File: src/bq_pkg.sv
// ---------------------------------------------------------------------------
// bq_pkg
// Shared widths, codes, control structs and arithmetic helpers for the
// multichannel transposed direct form II biquad.
// ---------------------------------------------------------------------------
package bq_pkg;

   localparam int CHANNELS    = 8;
   localparam int SAMPLE_BITS = 24;
   localparam int CHAN_W      = 3;
   localparam int CHAN_IDX_W  = (CHANNELS > 1) ? $clog2(CHANNELS) : 1;
   localparam int TDATA_W     = ((SAMPLE_BITS + 7) / 8) * 8;

   localparam int COEF_W      = 32;
   localparam int COEF_FRAC   = 27;
   localparam int STATE_W     = 48;
   localparam int STATE_FRAC  = 32;
   localparam int NUM_COEFS   = 5;
   localparam int CSR_IDX_W   = 3;

   // serial multiplier: coefficient consumed one digit per cycle
   localparam int DIGIT_W     = 8;
   localparam int DIGITS      = COEF_W / DIGIT_W;
   localparam int DIGIT_CNT_W = (DIGITS > 1) ? $clog2(DIGITS) : 1;
   localparam int ACC_W       = STATE_W + 2;
   localparam int PROD_W      = STATE_W + COEF_W;

   // product alignment to 32 fractional bits
   localparam int SAMPLE_SHIFT = SAMPLE_BITS - 1 + COEF_FRAC - STATE_FRAC;
   localparam int P_W          = SAMPLE_BITS + COEF_W - SAMPLE_SHIFT;
   localparam int Q_W          = STATE_W + COEF_W - COEF_FRAC;
   localparam int SUM_W        = STATE_W + 8;

   // output rounding
   localparam int RND_SHIFT = STATE_FRAC - (SAMPLE_BITS - 1);
   localparam int RND_W     = STATE_W + 1 - RND_SHIFT;

   localparam logic signed [SUM_W-1:0] SUM_STATE_MAX =
      SUM_W'((64'sd1 <<< (STATE_W - 1)) - 64'sd1);
   localparam logic signed [SUM_W-1:0] SUM_STATE_MIN = -SUM_STATE_MAX - SUM_W'(1);
   localparam logic signed [STATE_W:0] RND_HALF = (STATE_W + 1)'(64'sd1 <<< (RND_SHIFT - 1));
   localparam logic signed [RND_W-1:0] RND_SMAX =
      RND_W'((64'sd1 <<< (SAMPLE_BITS - 1)) - 64'sd1);
   localparam logic signed [RND_W-1:0] RND_SMIN = -RND_SMAX - RND_W'(1);

   localparam logic [COEF_W-1:0] COEF_ONE = COEF_W'(64'd1 << COEF_FRAC);

   typedef enum logic [CSR_IDX_W-1:0] {
      CSR_B0 = 3'd0,
      CSR_B1 = 3'd1,
      CSR_B2 = 3'd2,
      CSR_A1 = 3'd3,
      CSR_A2 = 3'd4
   } bq_csr_type;

   typedef struct packed {
      logic load;
      logic step;
      logic last;
   } bq_mul_ctl_type;

   typedef struct packed {
      logic ready;    // idle, input may be taken
      logic step;     // one coefficient digit this cycle
      logic last;     // top (signed) digit
      logic y_load;   // y is formed, feedback products start
      logic finish;   // write back state and hand off the result
   } bq_seq_type;

   function automatic logic signed [STATE_W-1:0] sat_state(input logic signed [SUM_W-1:0] v);
      logic signed [SUM_W-1:0] t;
      t = v;
      if (v > SUM_STATE_MAX) t = SUM_STATE_MAX;
      if (v < SUM_STATE_MIN) t = SUM_STATE_MIN;
      return t[STATE_W-1:0];
   endfunction

   // round half up to SAMPLE_BITS-1 fraction bits, then saturate
   function automatic logic [SAMPLE_BITS-1:0] round_sample(input logic signed [STATE_W-1:0] y);
      logic signed [STATE_W:0] t;
      logic signed [RND_W-1:0] r;
      t = (STATE_W + 1)'(y) + RND_HALF;
      r = t[STATE_W:RND_SHIFT];
      if (r > RND_SMAX) r = RND_SMAX;
      if (r < RND_SMIN) r = RND_SMIN;
      return r[SAMPLE_BITS-1:0];
   endfunction

endpackage

File: src/bq_sermul.sv
// ---------------------------------------------------------------------------
// bq_sermul
// Serial-parallel multiplier: signed state-width operand times a signed
// coefficient taken one digit per cycle, low digit first.
// ---------------------------------------------------------------------------
module bq_sermul
   import bq_pkg::*;
(
   input  logic                       clock,
   input  bq_mul_ctl_type             ctl,
   input  logic signed [STATE_W-1:0]  mcand,
   input  logic [COEF_W-1:0]          mplier,
   output logic signed [PROD_W-1:0]   prod
);

   localparam int PART_W = STATE_W + DIGIT_W + 1;
   localparam int MS_W   = ACC_W + DIGIT_W;

   logic signed [STATE_W-1:0] a_ff, a_in;
   logic [COEF_W-1:0]         c_ff, c_in;
   logic signed [ACC_W-1:0]   acc_ff, acc_in;
   logic [COEF_W-1:0]         lo_ff, lo_in;

   logic signed [DIGIT_W:0]   dig;
   logic signed [PART_W-1:0]  part;
   logic signed [MS_W-1:0]    sum;

   // only the top digit carries the sign
   assign dig  = {c_ff[DIGIT_W-1] & ctl.last, c_ff[DIGIT_W-1:0]};
   assign part = PART_W'(a_ff) * PART_W'(dig);
   assign sum  = MS_W'(acc_ff) + MS_W'(part);

   always_comb begin
      a_in   = a_ff;
      c_in   = c_ff;
      acc_in = acc_ff;
      lo_in  = lo_ff;
      if (ctl.load) begin
         a_in   = mcand;
         c_in   = mplier;
         acc_in = '0;
         lo_in  = '0;
      end else if (ctl.step) begin
         c_in   = c_ff >> DIGIT_W;
         acc_in = sum[MS_W-1:DIGIT_W];
         lo_in  = {sum[DIGIT_W-1:0], lo_ff[COEF_W-1:DIGIT_W]};
      end
   end

   always_ff @(posedge clock) begin
      a_ff   <= a_in;
      c_ff   <= c_in;
      acc_ff <= acc_in;
      lo_ff  <= lo_in;
   end

   assign prod = {acc_ff[STATE_W-1:0], lo_ff};

endmodule

File: config.mk
export PLATFORM = sky130hd
export DESIGN_NAME = bq_sermul
export DESIGN_NICKNAME = d
export VERILOG_FILES = /design/src/bq_pkg.sv /design/src/bq_sermul.sv
export SDC_FILE = /design/constraint.sdc
export NUM_CORES = 1
export LEC_CHECK = 0
export BUFFER_PORTS_ARGS = -buffer_cell sky130_fd_sc_hd__buf_4
export CORE_ASPECT_RATIO = 0.8
export CORE_UTILIZATION = 40
export DETAILED_ROUTE_END_ITERATION = 10
export MAX_ROUTING_LAYER = met4
export PLACE_DENSITY_LB_ADDON = 0.2
export SETUP_SLACK_MARGIN = 0.02
export SLEW_MARGIN = 5
export SYNTH_ARGS = -nofsm -noshare
export SYNTH_HDL_FRONTEND = slang
export SYNTH_SLANG_ARGS = --single-unit
File: constraint.sdc
create_clock -name clock -period 8.2 [get_ports clock]
set_input_delay 0.82 -clock clock [delete_from_list [all_inputs] [get_ports clock]]
set_output_delay 0.82 -clock clock [all_outputs]
set_load 0.05 [all_outputs]
==> results.toml <==
[run_status]
outcome = "finished clean"

[timing]
max_freq_mhz = 140
drv_slew = 0
hold_viol = 0
setup_viol = 0
finalClockSkew_ns = 0.0177
tightestPinTransition_ns = 1.28
post-route-min-period_ns = 7.12
relSlewSlack_pct = 14.5
period_share_pct = 86.9
fin_setup_tns_ns = 0
rsz0062_at_grt = "no"

[yosys]
synth_seq_cells = 162
synth_edf_count = 80
post_synth.cell_area_avg_um2 = 9.38
yosys-top-cells-area = "fa_1, edfxtp_1, inv_1"
synthArstFlopShare_pct = 0
seq_area_frac_synth_pct = 18.2
netlist.area_leader.share_pct = 36.1
synth.most_common_cell = "inv_1"
yosys-top-cells-count = "inv_1, fa_1, nand2_1, and2_1, ha_1"
synthCells = 2362
synth-main-ff-cell = "dfxtp_1"
ys_types = 66
synth_top_cell_by_area = "fa_1"
syn_nets = 2971
netlist_area_mm2 = 0.0222
ys_warn_count = 0

[place]
gp_congestion = 0.907
dp_hpwl_um = 44800
portBuffers = 163

[final_layout]
area_growth_pct = 9.39
fill_cells = 5249
layout-drive-gt1-share_pct = 10.7
diodes = 0
multi_input_area_mm2 = 0.0155
ff_latch_area_mm2 = 0.00404
fin_nets = 2997

[clocking]
cts_num_sinks = 162
cts_tree = "done"
numCtsBuffers = 17
htree_levels = 4
clk_pin_slew_ns = 0.09
worst_skew_pair.late_latency_ns = 0.51
cts_buffer_depth = 2
cts_setup_buffers = 0
post_cts_resized = 0
cts_root_buffer = "clkbuf_16"
postCtsHoldBufs = 0

[global_routing]
grt.overflow.total = 0
grt_pass1_vias = 16738
grt_usage_pct = 21.9
grt_start_max_net_pins = 71
antenna_found_initial = 1
grt_pass1_wl_um = 92300

[floorplanning]
die_area_mm2 = 0.0563
rows = 76
pin_count = 164
core_area_mm2 = 0.0543
start_util_pct = 40.8
dieHeight_um = 213
die_w_um = 265

[route]
drc_errors = 0
dr.pass1.iters = 5
via_per_inst = 5.05
final_antenna_net_count = 0
drtIter0Drc = 1056
vias = 15861
wl_per_cell_um = 18.1
wirelength_um = 56900

[critical_path]
worstPathMaxFanout = 26
cp-start-kind = "register"
crit_path_end_kind = "register"
critical_path_class = "register to register"
cp.arrival_ns = 7.52
required_ns = 8.60

[job]
maxCapViolCount = 0

[hold_path]
holdCritPathClass = "input pin to register"
-- flip-flops by register name, indices dropped and copies added, names as in the netlist --
register  flops
acc_ff       50
a_ff         48
c_ff         32
lo_ff        32
-- layer usage --
layer / vias up / part of all wire (%) / wire length (µm) / global-route usage [%]
met1: 8169 / 48 / 27400 / 30.7
met5: - / 0 / 0 / -
met3: 53 / 4.9 / 2800 / 3.07
met4: 0 / 1.5 / 840 / 5.62
met2: 424 / 46 / 25900 / 33.4
li1: 7215 / - / - / -
-- layout by cell type (no fill, tap or decap), types with 4 or more instances in the layout --
cell type    n
nor2_1     119
ha_1       125
inv_1      488
mux2i_1     56
o21bai_1    13
inv_8        4
a31oi_1      7
nand2_1    302
edfxtp_1    80
and2_1     159
clkinv_8     4
o211ai_1     5
clkbuf_16   18
dfxtp_1     82
xor2_1      26
a221oi_1     4
mux2_2      24
a22o_1       4
o21a_1       7
a21o_1      33
and3_1      11
o21ai_0     40
buf_4      179
a21oi_1     63
o31ai_1      5
or2_2        9
nand3_1     14
and4_1       7
fa_1       400
nand4_1     20
xnor2_1     26
nor2b_1      6
nand2b_1     5
-- cells by family after synthesis --
logic type | share of synthesized area [%]
buffers and inverters | 12.0
muxes | 3.75
DFF | 18.2
and+or+nand+nor | 14.2
adders and majority gates | 43.2
xor gates and xnor gates | 2.06
AOI/OAI and AO/OA | 6.57
-- critical path: stages (launching register included) --
cell and delay [ns]:
edfxtp_1 1.16, buf_4 0.48, nand2_1 0.16, fa_1 0.44, inv_1 0.09, fa_1 0.39
inv_1 0.10, fa_1 0.41, fa_1 0.50, inv_1 0.05, fa_1 0.43, ha_1 0.38
a21oi_1 0.20, o21ai_0 0.19, o2111ai_1 0.42, nand3_1 0.23, a211oi_2 0.44, o31a_1 0.26
o31a_1 0.23, nor4_1 0.07, or3b_1 0.37
-- per-stage QoR --
step	setup WS, ns	cell area (µm²)	util, %	cells	hold WS [ns]
3_5_place_dp	1.11	23600	43.5	3110	0.490
3_3_place_gp	1.17	23600	43.5	3110	0.475
2_1_floorplan	1.97	22200	-	2362	0.451
5_1_grt	0.715	24200	44.6	3142	0.450
4_1_cts	1.05	24200	44.6	3142	0.433
6_report	1.08	24200	44.6	3142	0.475
-- layout make-up --
type	count	share of cell area [%]
sequential	162	16.7
clock buffer	18	1.86
multi-input combinational	1539	63.8
inverter	488	7.56
clock inverter	14	0.733
timing repair buffer	180	5.59
tap	741	3.82
-- path summary, 6_finish.rpt --
kind / from / depth (start not counted) / to / slack, ns
min reg2reg: lo_ff[2] / 2 / lo_ff[2] / 0.51
max: c_ff[0] / 20 / acc_ff[44] / 1.08
min: mcand[43] / 1 / a_ff[43] / 0.47
max reg2reg: c_ff[0] / 20 / acc_ff[44] / 1.08
Power is not shown: default switching activity piles up to over one toggle a cycle in this logic, so the estimate is an artifact.
