### src/bq_pkg.sv
// ---------------------------------------------------------------------------
// bq_pkg
// Shared widths, codes, control structs and arithmetic helpers for the
// multichannel transposed direct form II biquad.
// ---------------------------------------------------------------------------
package bq_pkg;

   localparam int CHANNELS    = 8;
   localparam int SAMPLE_BITS = 24;
   localparam int CHAN_W      = 3;
   localparam int CHAN_IDX_W  = (CHANNELS > 1) ? $clog2(CHANNELS) : 1;
   localparam int TDATA_W     = ((SAMPLE_BITS + 7) / 8) * 8;

   localparam int COEF_W      = 32;
   localparam int COEF_FRAC   = 27;
   localparam int STATE_W     = 48;
   localparam int STATE_FRAC  = 32;
   localparam int NUM_COEFS   = 5;
   localparam int CSR_IDX_W   = 3;

   // serial multiplier: coefficient consumed one digit per cycle
   localparam int DIGIT_W     = 8;
   localparam int DIGITS      = COEF_W / DIGIT_W;
   localparam int DIGIT_CNT_W = (DIGITS > 1) ? $clog2(DIGITS) : 1;
   localparam int ACC_W       = STATE_W + 2;
   localparam int PROD_W      = STATE_W + COEF_W;

   // product alignment to 32 fractional bits
   localparam int SAMPLE_SHIFT = SAMPLE_BITS - 1 + COEF_FRAC - STATE_FRAC;
   localparam int P_W          = SAMPLE_BITS + COEF_W - SAMPLE_SHIFT;
   localparam int Q_W          = STATE_W + COEF_W - COEF_FRAC;
   localparam int SUM_W        = STATE_W + 8;

   // output rounding
   localparam int RND_SHIFT = STATE_FRAC - (SAMPLE_BITS - 1);
   localparam int RND_W     = STATE_W + 1 - RND_SHIFT;

   localparam logic signed [SUM_W-1:0] SUM_STATE_MAX =
      SUM_W'((64'sd1 <<< (STATE_W - 1)) - 64'sd1);
   localparam logic signed [SUM_W-1:0] SUM_STATE_MIN = -SUM_STATE_MAX - SUM_W'(1);
   localparam logic signed [STATE_W:0] RND_HALF = (STATE_W + 1)'(64'sd1 <<< (RND_SHIFT - 1));
   localparam logic signed [RND_W-1:0] RND_SMAX =
      RND_W'((64'sd1 <<< (SAMPLE_BITS - 1)) - 64'sd1);
   localparam logic signed [RND_W-1:0] RND_SMIN = -RND_SMAX - RND_W'(1);

   localparam logic [COEF_W-1:0] COEF_ONE = COEF_W'(64'd1 << COEF_FRAC);

   typedef enum logic [CSR_IDX_W-1:0] {
      CSR_B0 = 3'd0,
      CSR_B1 = 3'd1,
      CSR_B2 = 3'd2,
      CSR_A1 = 3'd3,
      CSR_A2 = 3'd4
   } bq_csr_type;

   typedef struct packed {
      logic load;
      logic step;
      logic last;
   } bq_mul_ctl_type;

   typedef struct packed {
      logic ready;    // idle, input may be taken
      logic step;     // one coefficient digit this cycle
      logic last;     // top (signed) digit
      logic y_load;   // y is formed, feedback products start
      logic finish;   // write back state and hand off the result
   } bq_seq_type;

   function automatic logic signed [STATE_W-1:0] sat_state(input logic signed [SUM_W-1:0] v);
      logic signed [SUM_W-1:0] t;
      t = v;
      if (v > SUM_STATE_MAX) t = SUM_STATE_MAX;
      if (v < SUM_STATE_MIN) t = SUM_STATE_MIN;
      return t[STATE_W-1:0];
   endfunction

   // round half up to SAMPLE_BITS-1 fraction bits, then saturate
   function automatic logic [SAMPLE_BITS-1:0] round_sample(input logic signed [STATE_W-1:0] y);
      logic signed [STATE_W:0] t;
      logic signed [RND_W-1:0] r;
      t = (STATE_W + 1)'(y) + RND_HALF;
      r = t[STATE_W:RND_SHIFT];
      if (r > RND_SMAX) r = RND_SMAX;
      if (r < RND_SMIN) r = RND_SMIN;
      return r[SAMPLE_BITS-1:0];
   endfunction

endpackage

### src/bq_seq.sv
// ---------------------------------------------------------------------------
// bq_seq
// Sequencer: feedforward digit pass, y formation, feedback digit pass,
// write-back.
// ---------------------------------------------------------------------------
module bq_seq
   import bq_pkg::*;
(
   input  logic       clock,
   input  logic       reset,
   input  logic       start,
   input  logic       out_free,
   output bq_seq_type ctl
);

   typedef enum logic [4:0] {
      ST_IDLE = 5'b00001,
      ST_MULX = 5'b00010,
      ST_YSUM = 5'b00100,
      ST_MULY = 5'b01000,
      ST_DONE = 5'b10000
   } bq_state_type;

   bq_state_type           state_ff, state_in;
   logic [DIGIT_CNT_W-1:0] cnt_ff, cnt_in;
   logic                   last;

   assign last = (cnt_ff == DIGIT_CNT_W'(DIGITS - 1));

   always_comb begin
      state_in = state_ff;
      cnt_in   = cnt_ff;
      ctl      = '0;
      case (state_ff)
         ST_IDLE: begin
            ctl.ready = 1'b1;
            cnt_in    = '0;
            if (start) state_in = ST_MULX;
         end
         ST_MULX: begin
            ctl.step = 1'b1;
            ctl.last = last;
            cnt_in   = cnt_ff + 1'b1;
            if (last) begin
               state_in = ST_YSUM;
               cnt_in   = '0;
            end
         end
         ST_YSUM: begin
            ctl.y_load = 1'b1;
            state_in   = ST_MULY;
         end
         ST_MULY: begin
            ctl.step = 1'b1;
            ctl.last = last;
            cnt_in   = cnt_ff + 1'b1;
            if (last) begin
               state_in = ST_DONE;
               cnt_in   = '0;
            end
         end
         ST_DONE: begin
            if (out_free) begin
               ctl.finish = 1'b1;
               state_in   = ST_IDLE;
            end
         end
         default: begin
            state_in = ST_IDLE;
            cnt_in   = '0;
         end
      endcase
   end

   always_ff @(posedge clock) begin
      if (reset) begin
         state_ff <= ST_IDLE;
         cnt_ff   <= '0;
      end else begin
         state_ff <= state_in;
         cnt_ff   <= cnt_in;
      end
   end

endmodule

### config.mk
export PLATFORM = sky130hd
export DESIGN_NAME = bq_seq
export DESIGN_NICKNAME = d
export VERILOG_FILES = /design/src/bq_pkg.sv /design/src/bq_seq.sv
export SDC_FILE = /design/constraint.sdc
export NUM_CORES = 1
export LEC_CHECK = 0
export BUFFER_PORTS_ARGS = -buffer_cell sky130_fd_sc_hd__buf_2
export CORE_AREA = 4 4 41 43
export DETAILED_ROUTE_END_ITERATION = 8
export DIE_AREA = 0 0 45 47
export GPL_TIMING_DRIVEN = 0
export PLACE_DENSITY_LB_ADDON = 0.2
export REMOVE_ABC_BUFFERS = 1
export SLEW_MARGIN = 20
export SYNTH_ARGS = -nofsm -noshare
export SYNTH_HDL_FRONTEND = slang
export SYNTH_SLANG_ARGS = --single-unit
### constraint.sdc
create_clock -name clock -period 2.4 [get_ports clock]
set_input_delay 0.12 -clock clock [delete_from_list [all_inputs] [get_ports clock]]
set_output_delay 0.12 -clock clock [all_outputs]
set_load 0.1 [all_outputs]
==> metrics.md <==
| Metric | Value |
|---|---|
| FF-to-FF Start | `state_ff[2]` |
| DRT Pass-1 Iters | `4` |
| Mean Syn Cell Area | `8.59 um^2` |
| Comb pwr share | `20.0%` |
| Drt wl/cell | `12.7 um` |
| Worst hold slack | `0.136 ns` |
| Worst Skew | `0.00380 ns` |
| Req. time, crit path | `2.28 ns` |
| Max Cap Violations | `0` |
| Hold Crit Class | `in2reg` |
| Pins Over Slew Limit | `0` |
| Crit. Startpoint | `state_ff[1]` |
| R2R depth | `3` |
| Die height | `47 um` |
| Internal power | `201 uW` |
| TritonCTS Sinks | `7` |
| Final Wtd Congestion | `0.693` |
| Layout area overhead | `13.1%` |
| Share of cells above drive strength 1 | `23.7%` |
| Port-buffer cells | `8` |
| Worst-skew pair later-pin latency | `0.26 ns` |
| Clock slew at reported path FFs | `0.05 ns` |
| Ys flop type | `dfxtp_1` |
| Final Non-Filler Cells | `74` |
| Core Util, Final | `38.1%` |
| Initial antenna violation count | `0` |
| Max FO, Critical Path | `9` |
| Final Hold Viols | `0` |
| Num CTS Buffers | `3` |
| Tmin final | `1.91 ns` |
| Largest net degree at the start of global routing | `11` |
| RSZ-0062 raised after global routing | `false` |
| CP Launch Type | `flip-flop` |
| Power per Cell Area | `597 nW/um^2` |
| Yosys reg bits | `7` |
| Worst setup EP type | `output pin` |
| R2R Path End | `state_ff[0]` |
| R2R Setup Slk | `1.02 ns` |
| Vias/cell | `5.28` |
| Achievable frequency | `524 MHz` |
| Switch share | `31.9%` |
| Outcome | `complete, no violations` |
| Leakage | `0.000218 uW` |
| First-pass GRT wire length | `1.66 mm` |
| Final setup viols | `0` |
| P_sw | `94.3 uW` |
| Post-DRT Antenna Nets | `0` |
| Boundary Pins | `9` |
| Dpl cells | `70` |
| Ys async rst share | `0%` |
| EDFF count, synth | `0` |
| Clock group share of total power | `37.2%` |
| Layout Nets | `65` |
| Starting DRT DRC Count | `4` |
| Cts hold-fix bufs | `0` |
| Mapped Area | `438 um^2` |
| Final Cycle Share | `79.5%` |
| Die Wd | `45 um` |
| Post-DP HPWL | `674 um` |
| Overflow after GRT | `0` |
| Total number of vias | `391` |
| Post-CTS setup buffer count | `0` |
| Sequential share of the synthesized area | `32.0%` |
| CP Data Arrival Time | `1.79 ns` |
| H-tree depth | `1` |
| Overall routing resource usage | `11.4%` |
| # resized after CTS | `0` |
| Synth cell types | `30` |
| Syn. warnings | `0` |
| Slew headroom | `67.7%` |
| ANT cells | `0` |
| Worst-Margin Slew | `0.488 ns` |
| Capture point of the critical path | `ctl[2]` |
| Row count | `13` |
| Clk buf depth | `2` |
| Critical path class | `reg2out` |
| Worst IR Drop VDD | `0.247 mV` |
| Die Footprint | `2120 um^2` |
| Cells after Synth | `51` |
| Initial core utilization | `33.7%` |
| Vias in the first global route | `373` |
| Routed WL | `938 um` |
| CTS tree | `yes` |
| Total core area | `1300 um^2` |
| Sequential power share | `42.8%` |
| Post-route DRC | `0` |
| Root Buffer | `clkbuf_4` |
-- cell families after synthesis --
kind of cell	Yosys count	share of synthesized area (%)
simple gates	26	40.6
compound gates	8	11.7
buf+inv	7	8.86
flops	7	32.0
xor+xnor	2	4.00
fa+ha+maj	1	2.86
-- worst max-delay path, cell delays in order (launching register included) --
cell and delay (ns):
dfxtp_1 0.50, xor2_1 0.29, and3b_1 0.21, and2_1 0.12
buf_2 0.41
-- cells in the mapped netlist, drive strengths merged, types with 2 or more instances --
master / number / area (um^2)
nor2b: 2 / 12.5
nor3b: 2 / 15.0
nor3: 3 / 20.0
a21oi: 4 / 20.0
and3: 2 / 12.5
nand3: 2 / 10.0
xor2: 2 / 17.5
nor2: 2 / 7.51
nand4b: 2 / 17.5
inv: 3 / 11.3
nand2: 2 / 7.51
buf: 3 / 23.8
nand3b: 2 / 15.0
dfxtp: 7 / 140
-- worst min-delay path by stage --
stage | slack, ns | end | start | cells after the start
global placement | 0.41 | state_ff[4] | reset | 2
finish | 0.14 | cnt_ff[1] | reset | 2
global route | 0.15 | cnt_ff[0] | reset | 2
floorplan | 0.19 | cnt_ff[0] | reset | 1
detailed placement | 0.40 | state_ff[4] | reset | 2
CTS | 0.13 | cnt_ff[0] | reset | 2
-- per-layer routing --
layer	GRT usage, %	wire [um]	vias up
met5	0	0	-
met4	10.5	35	0
met3	3.45	46	5
met2	14.7	379	10
met1	14.9	477	174
li1	-	-	202
-- cell type report --
class | count | area (um^2)
repair buffers | 8 | 40.0
fillers | 148 | 806
multi-input cells | 37 | 259
flip-flops and latches | 7 | 140
well taps | 15 | 18.8
clock buffers | 4 | 26.3
inverters | 3 | 11.3
-- flip-flops by register name, summed over array words and instances (netlist names) --
register and cells:
state_ff 5, cnt_ff 2
-- power by group through the flow --
stage               registers (uW)  logic, uW  clock network, uW
global placement               129       59.1                  0
floorplan                      127       47.9                  0
finish                         126       59.2                110
global route                   127       64.1                121
CTS                            126       59.3                115
detailed placement             128       59.1                  0
-- through the flow --
| stage | power [uW] | setup TNS [ns] | setup WS (ns) | cell area [um^2] |
|---|---|---|---|---|
| CTS | 301 | 0 | 0.494 | 495 |
| floorplan | 175 | -0.100 | -0.100 | 410 |
| global route | 312 | 0 | 0.354 | 495 |
| global placement | 188 | 0 | 0.779 | 469 |
| detailed placement | 187 | 0 | 0.781 | 469 |
| finish | 296 | 0 | 0.492 | 495 |
-- cell usage in the layout, fill, tap and decap left out, drive strengths merged, types with 2 or more instances in the layout --
| cell type | instances |
|---|---|
| nand4b | 2 |
| nand3b | 2 |
| inv | 3 |
| nand3 | 2 |
| nor3b | 2 |
| and3 | 2 |
| clkbuf | 4 |
| dfxtp | 7 |
| nor3 | 3 |
| buf | 8 |
| nor2 | 2 |
| xor2 | 2 |
| nand2 | 2 |
| nor2b | 2 |
| a21oi | 4 |
No activity file was read; power rests on OpenSTA's default activity.
